<file path="src/hw/rtl/sot_pkg.sv">
// ----------------------------------------------------------------------------
// sot_pkg
// Shared constants and types of the sorted order table.
// ----------------------------------------------------------------------------
package sot_pkg;

    localparam int CAPACITY = 32;
    localparam int IDX_W    = $clog2(CAPACITY);
    localparam int CNT_W    = $clog2(CAPACITY + 1);
    localparam int ID_W     = 16;
    localparam int TOT_W    = 24;
    localparam int RANK_W   = 5;

    localparam logic [1:0] REQ_INSERT = 2'd0;
    localparam logic [1:0] REQ_DELETE = 2'd1;
    localparam logic [1:0] REQ_READ   = 2'd2;

    localparam logic [1:0] ST_OK          = 2'd0;
    localparam logic [1:0] ST_NOT_FOUND   = 2'd1;
    localparam logic [1:0] ST_FULL        = 2'd2;
    localparam logic [1:0] ST_EMPTY_RANGE = 2'd3;

    typedef struct packed {
        logic [ID_W-1:0]  id;
        logic [TOT_W-1:0] total;
    } entry_t;

endpackage

</file>
<file path="src/hw/rtl/sorted_order_table.sv">
// ----------------------------------------------------------------------------
// sorted_order_table
// Bounded table of (id, total) records kept in descending order of total,
// held in one synchronous memory and walked one entry per cycle.
// ----------------------------------------------------------------------------
// channel  dir  tdata (low bit up)                    tuser
// s_axis   in   order_id, order_total, rank, pad[3]   req_type
// m_axis   out  status, entry_id, entry_total, count  -
//
// One item at a time. Delete and insert run at one memory read per cycle
// as the walk visits each record; insert walks from the tail, delete
// from the head.
// Reset clears the count and control; the memory keeps no reset.
// A stalled result holds in the output register; the next item is taken
// meanwhile and its result waits until the output register frees.
// ----------------------------------------------------------------------------
module sorted_order_table
    import sot_pkg::*;
(
    input  logic        clk,
    input  logic        rst_n,
    input  logic        s_tvalid,
    output logic        s_tready,
    input  logic [47:0] s_tdata,   // order_id[15:0], order_total[39:16], rank[44:40]
    input  logic [1:0]  s_tuser,   // req_type[1:0]
    output logic        m_tvalid,
    input  logic        m_tready,
    output logic [47:0] m_tdata    // status[1:0], entry_id[17:2], entry_total[41:18],
                                   // entry_count[47:42]
);

    localparam logic [2:0] S_IDLE = 3'd0;
    localparam logic [2:0] S_INS  = 3'd1;
    localparam logic [2:0] S_HEAD = 3'd2;
    localparam logic [2:0] S_DEL  = 3'd3;
    localparam logic [2:0] S_RD   = 3'd4;
    localparam logic [2:0] S_DONE = 3'd5;

    entry_t mem [CAPACITY];

    logic [2:0]        state_reg, state_next;
    logic [CNT_W-1:0]  cnt_reg, cnt_next;
    logic [IDX_W-1:0]  ptr_reg, ptr_next;
    logic [CNT_W-1:0]  left_reg, left_next;
    logic              pend_reg, pend_next;
    logic [IDX_W-1:0]  ridx_reg, ridx_next;
    logic              found_reg, found_next;
    logic [ID_W-1:0]   req_id_reg, req_id_next;
    logic [TOT_W-1:0]  req_tot_reg, req_tot_next;
    logic [1:0]        sts_reg, sts_next;
    entry_t            res_reg, res_next;
    logic              mv_reg, mv_next;
    logic [47:0]       md_reg, md_next;

    entry_t            rdata_reg;
    logic              rd_en;
    logic [IDX_W-1:0]  rd_addr;
    logic              wr_en;
    logic [IDX_W-1:0]  wr_addr;
    entry_t            wr_data;

    logic [1:0]        in_type;
    logic [ID_W-1:0]   in_id;
    logic [TOT_W-1:0]  in_tot;
    logic [RANK_W-1:0] in_rank;
    logic              in_acc;
    logic              last_ent;

    assign in_id    = s_tdata[15:0];
    assign in_tot   = s_tdata[39:16];
    assign in_rank  = s_tdata[44:40];
    assign in_type  = s_tuser;
    assign s_tready = (state_reg == S_IDLE);
    assign in_acc   = s_tvalid && s_tready;
    assign m_tvalid = mv_reg;
    assign m_tdata  = md_reg;
    assign last_ent = ({1'b0, ridx_reg} == (cnt_reg - CNT_W'(1)));

    always_ff @(posedge clk)
    begin
        if (wr_en)
        begin
            mem[wr_addr] <= wr_data;
        end
        if (rd_en)
        begin
            rdata_reg <= mem[rd_addr];
        end
    end

    always_comb
    begin
        state_next   = state_reg;
        cnt_next     = cnt_reg;
        ptr_next     = ptr_reg;
        left_next    = left_reg;
        pend_next    = 1'b0;
        ridx_next    = ridx_reg;
        found_next   = found_reg;
        req_id_next  = req_id_reg;
        req_tot_next = req_tot_reg;
        sts_next     = sts_reg;
        res_next     = res_reg;
        mv_next      = mv_reg;
        md_next      = md_reg;
        rd_en        = 1'b0;
        rd_addr      = ptr_reg;
        wr_en        = 1'b0;
        wr_addr      = ptr_reg;
        wr_data      = rdata_reg;

        if (mv_reg && m_tready)
        begin
            mv_next = 1'b0;
        end

        case (state_reg)
            S_IDLE:
            begin
                if (in_acc)
                begin
                    req_id_next  = in_id;
                    req_tot_next = in_tot;
                    sts_next     = ST_OK;
                    res_next     = '0;
                    found_next   = 1'b0;
                    state_next   = S_DONE;
                    case (in_type)
                        REQ_INSERT:
                        begin
                            if (cnt_reg >= CNT_W'(CAPACITY))
                            begin
                                sts_next = ST_FULL;
                            end
                            else if (cnt_reg == '0)
                            begin
                                wr_en    = 1'b1;
                                wr_addr  = '0;
                                wr_data  = '{id: in_id, total: in_tot};
                                cnt_next = CNT_W'(1);
                            end
                            else
                            begin
                                ptr_next   = IDX_W'(cnt_reg - CNT_W'(1));
                                left_next  = cnt_reg;
                                state_next = S_INS;
                            end
                        end
                        REQ_DELETE:
                        begin
                            if (cnt_reg == '0)
                            begin
                                sts_next = ST_EMPTY_RANGE;
                            end
                            else
                            begin
                                ptr_next   = '0;
                                left_next  = cnt_reg;
                                state_next = S_DEL;
                            end
                        end
                        REQ_READ:
                        begin
                            if (CNT_W'(in_rank) < cnt_reg)
                            begin
                                rd_en      = 1'b1;
                                rd_addr    = IDX_W'(in_rank);
                                state_next = S_RD;
                            end
                            else
                            begin
                                sts_next = ST_EMPTY_RANGE;
                            end
                        end
                        default:
                        begin
                            sts_next = ST_OK;
                        end
                    endcase
                end
            end
            S_INS:
            begin
                if (left_reg != '0)
                begin
                    rd_en     = 1'b1;
                    rd_addr   = ptr_reg;
                    ptr_next  = ptr_reg - IDX_W'(1);
                    left_next = left_reg - CNT_W'(1);
                    pend_next = 1'b1;
                    ridx_next = ptr_reg;
                end
                if (pend_reg)
                begin
                    wr_en   = 1'b1;
                    wr_addr = ridx_reg + IDX_W'(1);
                    if (rdata_reg.total > req_tot_reg)
                    begin
                        wr_data    = '{id: req_id_reg, total: req_tot_reg};
                        cnt_next   = cnt_reg + CNT_W'(1);
                        pend_next  = 1'b0;
                        state_next = S_DONE;
                    end
                    else if (ridx_reg == '0)
                    begin
                        pend_next  = 1'b0;
                        state_next = S_HEAD;
                    end
                end
            end
            S_HEAD:
            begin
                wr_en      = 1'b1;
                wr_addr    = '0;
                wr_data    = '{id: req_id_reg, total: req_tot_reg};
                cnt_next   = cnt_reg + CNT_W'(1);
                state_next = S_DONE;
            end
            S_DEL:
            begin
                if (left_reg != '0)
                begin
                    rd_en     = 1'b1;
                    rd_addr   = ptr_reg;
                    ptr_next  = ptr_reg + IDX_W'(1);
                    left_next = left_reg - CNT_W'(1);
                    pend_next = 1'b1;
                    ridx_next = ptr_reg;
                end
                if (pend_reg)
                begin
                    if (found_reg)
                    begin
                        wr_en   = 1'b1;
                        wr_addr = ridx_reg - IDX_W'(1);
                    end
                    else if (rdata_reg.id == req_id_reg)
                    begin
                        found_next = 1'b1;
                    end
                    if (last_ent)
                    begin
                        pend_next  = 1'b0;
                        state_next = S_DONE;
                        if (found_reg || (rdata_reg.id == req_id_reg))
                        begin
                            cnt_next = cnt_reg - CNT_W'(1);
                        end
                        else
                        begin
                            sts_next = ST_NOT_FOUND;
                        end
                    end
                end
            end
            S_RD:
            begin
                res_next   = rdata_reg;
                state_next = S_DONE;
            end
            S_DONE:
            begin
                if (!mv_reg || m_tready)
                begin
                    mv_next    = 1'b1;
                    md_next    = {cnt_reg, res_reg.total, res_reg.id, sts_reg};
                    state_next = S_IDLE;
                end
            end
            default:
            begin
                state_next = S_IDLE;
            end
        endcase
    end

    always_ff @(posedge clk or negedge rst_n)
    begin
        if (!rst_n)
        begin
            state_reg <= S_IDLE;
            cnt_reg   <= '0;
            pend_reg  <= 1'b0;
            found_reg <= 1'b0;
            mv_reg    <= 1'b0;
        end
        else
        begin
            state_reg <= state_next;
            cnt_reg   <= cnt_next;
            pend_reg  <= pend_next;
            found_reg <= found_next;
            mv_reg    <= mv_next;
        end
    end

    always_ff @(posedge clk)
    begin
        ptr_reg     <= ptr_next;
        left_reg    <= left_next;
        ridx_reg    <= ridx_next;
        req_id_reg  <= req_id_next;
        req_tot_reg <= req_tot_next;
        sts_reg     <= sts_next;
        res_reg     <= res_next;
        md_reg      <= md_next;
    end

    a_cnt_bound: assert property (@(posedge clk) disable iff (!rst_n)
        cnt_reg <= CNT_W'(CAPACITY))
        else $error("record count above capacity");

    a_no_overlap: assert property (@(posedge clk) disable iff (!rst_n)
        (wr_en && rd_en) |-> (wr_addr != rd_addr))
        else $error("walk reads the entry it writes");

    a_full_count: assert property (@(posedge clk) disable iff (!rst_n)
        (mv_reg && (md_reg[1:0] == ST_FULL)) |-> (md_reg[47:42] == CNT_W'(CAPACITY)))
        else $error("full status with spare room");

    a_cnt_step: assert property (@(posedge clk) disable iff (!rst_n)
        (state_reg == S_IDLE) |=> (cnt_reg == $past(cnt_reg)) || (cnt_reg == CNT_W'(1)))
        else $error("count moved outside a walk");

endmodule
</file>
<file path="config.mk">
export PLATFORM = sky130hd
export DESIGN_NAME = sorted_order_table
export DESIGN_NICKNAME = d
export VERILOG_FILES = /design/src/hw/rtl/sot_pkg.sv /design/src/hw/rtl/sorted_order_table.sv
export SDC_FILE = /design/constraint.sdc
export NUM_CORES = 2
export LEC_CHECK = 0
export CAP_MARGIN = 15
export CORE_MARGIN = 2
export CORE_UTILIZATION = 55
export DETAILED_ROUTE_END_ITERATION = 6
export DONT_BUFFER_PORTS = 1
export GPL_TIMING_DRIVEN = 0
export HOLD_SLACK_MARGIN = 0.1
export PLACE_DENSITY_LB_ADDON = 0.25
export SYNTH_ARGS = -nofsm -noshare
export SYNTH_HDL_FRONTEND = slang
export SYNTH_SLANG_ARGS = --single-unit
</file>
<file path="constraint.sdc">
create_clock -name clk -period 7.2 [get_ports clk]
set_input_delay 0.72 -clock clk [delete_from_list [all_inputs] [get_ports clk]]
set_output_delay 0.72 -clock clk [all_outputs]
set_load 0.01 [all_outputs]
</file>
==> metrics list <==
* Outcome: completed
- CP endpoint kind: register
- Number of cells in the finished layout apart from fillers: 6618
- Max IR drop VDD: 424 uV
- Number of buffer and inverter stages on the critical path: 2
- Fillers: roughly 8300
- Input and output buffers added on the ports amount to 0.
- Post-synthesis register bit count: 1478
- The critical path in this run is classified as register to register.
* Average size of a mapped cell: 13.8 sq um
* Routed via count: 45900
- Min-delay worst type: input port to register
- Timing would allow up to 169 MHz.
- Most used cells in the layout excluding fill and tap cells: edfxtp_1, o211ai_1, inv_1
* Fraction of the yosys area taken by sequential cells: 68.8%
- Transition time at the pin with the least slew margin: 1320 ps
* Die Y: 346 microns
- Number of buffers inserted during clock tree synthesis: 150
- Registers take approximately 0.044 sq mm.
- Counting flops per register, the top entry is mem.
* Final hold violations: 0
* Clock Sinks: 1478
- Global-route wire length before repair: 316 mm
* Cell chain of the critical path: nor4b_4 -> o311a_2 -> o21a_2 -> buf_4 -> nor3b_1 -> a31oi_1 -> clkbuf_1 -> a41oi_1 -> a2111oi_2
- Global routing used approximately 37% of the available tracks.
* Worst Skew: 42.5 ps
- Resize count post-CTS: 0
- Max Cap Viol: 0
- Final worst path period share: between 80% and 90%
- M3 GR Usage: a little under an eighth
- For met1 alone, demand over resource in global routing was 47.5%.
* Area of the mapped netlist: 0.0645 sq mm
- The area growth from synthesis to layout is 15.5%.
* DRT Pass-1 Iters: 6
* Count of different cell masters after synthesis: 73
* Clock period minus final worst setup slack: slightly below 6000 ps
- Full die area: 0.120 sq mm
- On the critical path, the stage with the largest delay is an instance of a2111oi_2.
- Global routing met2 resource utilization: approximately 55%
- At the later pin of the worst-skew pair, clock insertion delay measures ~820 ps.
* Initial core utilization: 55.5%
- For this run, the number of Yosys warnings is 0.
- After clock tree synthesis, the clock-pin slew on the worst setup and hold paths is around 60 ps.
- The number of max-slew violations in the final report came to 0.
- Final weighted congestion in routability-driven placement: 0.998
- H-tree Lvls: 4
- Horizontal die dimension: between 300 and 400 microns
- The number of antenna violations at the first check in global routing is 22.
- CTS tree: done
- RSZ-0062 raised after global routing: no
- In this run the static leakage power is 24.5 nW.
- Maximum fanout along the worst path: 10
- Count of mapped cells out of synthesis: 4673
- Required time worst endpoint: 7640 ps
- Number of core rows: between 100 and 150
* Leading cell type in the layout, fill and taps excluded: edfxtp_1
- On the worst path, the slowest cell contributes a delay of ~1100 ps.
- Max FFs per register: approximately 1300
* Placed wire-length estimate after detailed placement: 160 mm
* Number of nets in the synthesized netlist: 4765
- In this run the number of cells on the critical path is 9.
- Busiest grt layer: met2
* Net count of the finished layout: just over 5000
- Overflow left after global routing: 0
- The worst register-to-register path has a depth of 9.
- Setup violations remaining at the end of the flow were counted as 0.
* Remaining routing DRC violations: 0
- Clk Tree Root Cell: clkbuf_16
- Dividing the detail-routed via count by the number of cells gives 6.94.
* Number of global-route vias before repair: 43500
- Arrival @ worst endpoint: 6350 ps
* Worst path top cell family by delay: compound AO/OA/AOI/OAI gates
- Summing all multi-input logic gate instances after layout gives ~0.017 sq mm.
* Pwr/cell area: 515 mW/mm^2
* Total of hold buffers inserted after clock tree synthesis: 42
- Kind of start point of the critical path: register
- The clock passes through at most 3 buffers.
* Number of enable flip-flop cells after synthesis: 1466
- The region available for standard cell placement spans around 0.12 sq mm.
- Most instantiated flip-flop cell in the synthesis netlist: edfxtp_1
- In the final routed layout, each cell accounts on average for 34.0 microns.
- Fraction of final layout cells with drive strength greater than 1: 11.4%
- Hold-critical path depth: 2
- Post-route total power: ~0.038 W
- Entering global routing, the biggest net connects 41 pins.
- The final layout contains routed wiring with a total length of 225 mm.
* Post CTS Setup Buffer Count: 0
- In this run the remaining antenna-violating nets after routing total 0.
- The detailed router finished its first iteration with between 8000 and 9000 violations.
- Measured against its own limit, the worst slew margin works out to 10.7%.
- Once layout is complete, the utilization of the core stands at 64.1%.
* Share of synthesized flip-flops with an asynchronous set or reset: 0.812%
* Top-Level Pins: 104
* Placed insts: around 6300
==> kinds of logic (layout without fill, tap and decap cells) <==
family	after synthesis	after routing	synth area share, %
DFF	1478	1478	68.8
muxes	87	87	1.53
and+or+nand+nor	261	261	2.06
adders and majority gates	38	38	0.749
xor gates and xnor gates	36	36	0.489
AOI/OAI and AO/OA	1710	1710	20.1
buffers and inverters	1063	1470	6.36
other	0	14	0
==> routing by layer <==
layer | part of all wire, % | vias up
met3 | 15 | 804
li1 | - | 19000
met5 | 0.12 | -
met2 | 43 | 3694
met4 | 8.2 | 16
met1 | 34 | 22400
==> layout make-up <==
type | instances | share of cell area, %
Timing Repair Buffer | 133 | 3.32
Clock inverter | 95 | 0.991
Clock buffer | 179 | 5.22
Buffer | 419 | 2.26
Multi-Input combinational cell | 2132 | 22.8
Inverter | 644 | 3.25
Antenna cell | 14 | 0.0471
Tap cell | 1524 | 2.56
Sequential cell | 1478 | 59.5
==> power by group <==
group	switching (W)	internal [W]
Clock	0.00341	0.00407
Sequential	0.000657	0.0129
Combinational	0.0125	0.00482
==> worst paths after layout <==
kind                                    from            to  slack, ps
worst min register to register   res_reg[12]   m_tdata[30]        410
worst min-delay path                m_tready      m_tvalid        190
worst max register to register  state_reg[2]  rdata_reg[6]       1290
min in group asynchronous              rst_n     found_reg        390
worst max-delay path            state_reg[2]  rdata_reg[6]       1290
max in group asynchronous              rst_n    cnt_reg[0]       6380
==> synth_stat cells (all sizes together) (5+ instances only) <==
master | number | area share [%]
a2111oi | 44 | 0.99
a21o | 9 | 0.10
a21oi | 106 | 0.83
a2bb2oi | 40 | 0.54
a31oi | 6 | 0.058
a41oi | 122 | 1.7
and3 | 40 | 0.39
buf | 86 | 0.67
clkbuf | 333 | 1.9
dfrtp | 12 | 0.47
edfxtp | 1466 | 68
ha | 37 | 0.72
inv | 643 | 3.7
mux2 | 82 | 1.4
mux2i | 5 | 0.089
nand2 | 73 | 0.43
nand2b | 16 | 0.16
nand3 | 15 | 0.12
nand4 | 9 | 0.097
nor2 | 61 | 0.36
nor2b | 6 | 0.058
nor3 | 11 | 0.093
nor4 | 10 | 0.12
o2111ai | 40 | 0.54
o211ai | 1208 | 14
o21a | 5 | 0.060
o21ai | 97 | 0.76
o22ai | 8 | 0.078
xnor2 | 15 | 0.20
xor2 | 21 | 0.29
==> stage by stage <==
| stage | hold slack, ps | setup slack, ps | setup TNS [ps] | instance area, sq um |
|---|---|---|---|---|
| after global routing | 204 | 1420 | 0 | 74400 |
| after detailed placement | 405 | 1610 | 0 | 69400 |
| final | 186 | 1290 | 0 | 74500 |
| after CTS | 165 | 1710 | 0 | 74400 |
| after floorplan | 400 | 2610 | 0 | 64500 |
| after global placement | 403 | -628 | -231650 | 66400 |
Power figures use the tool's default switching activity.
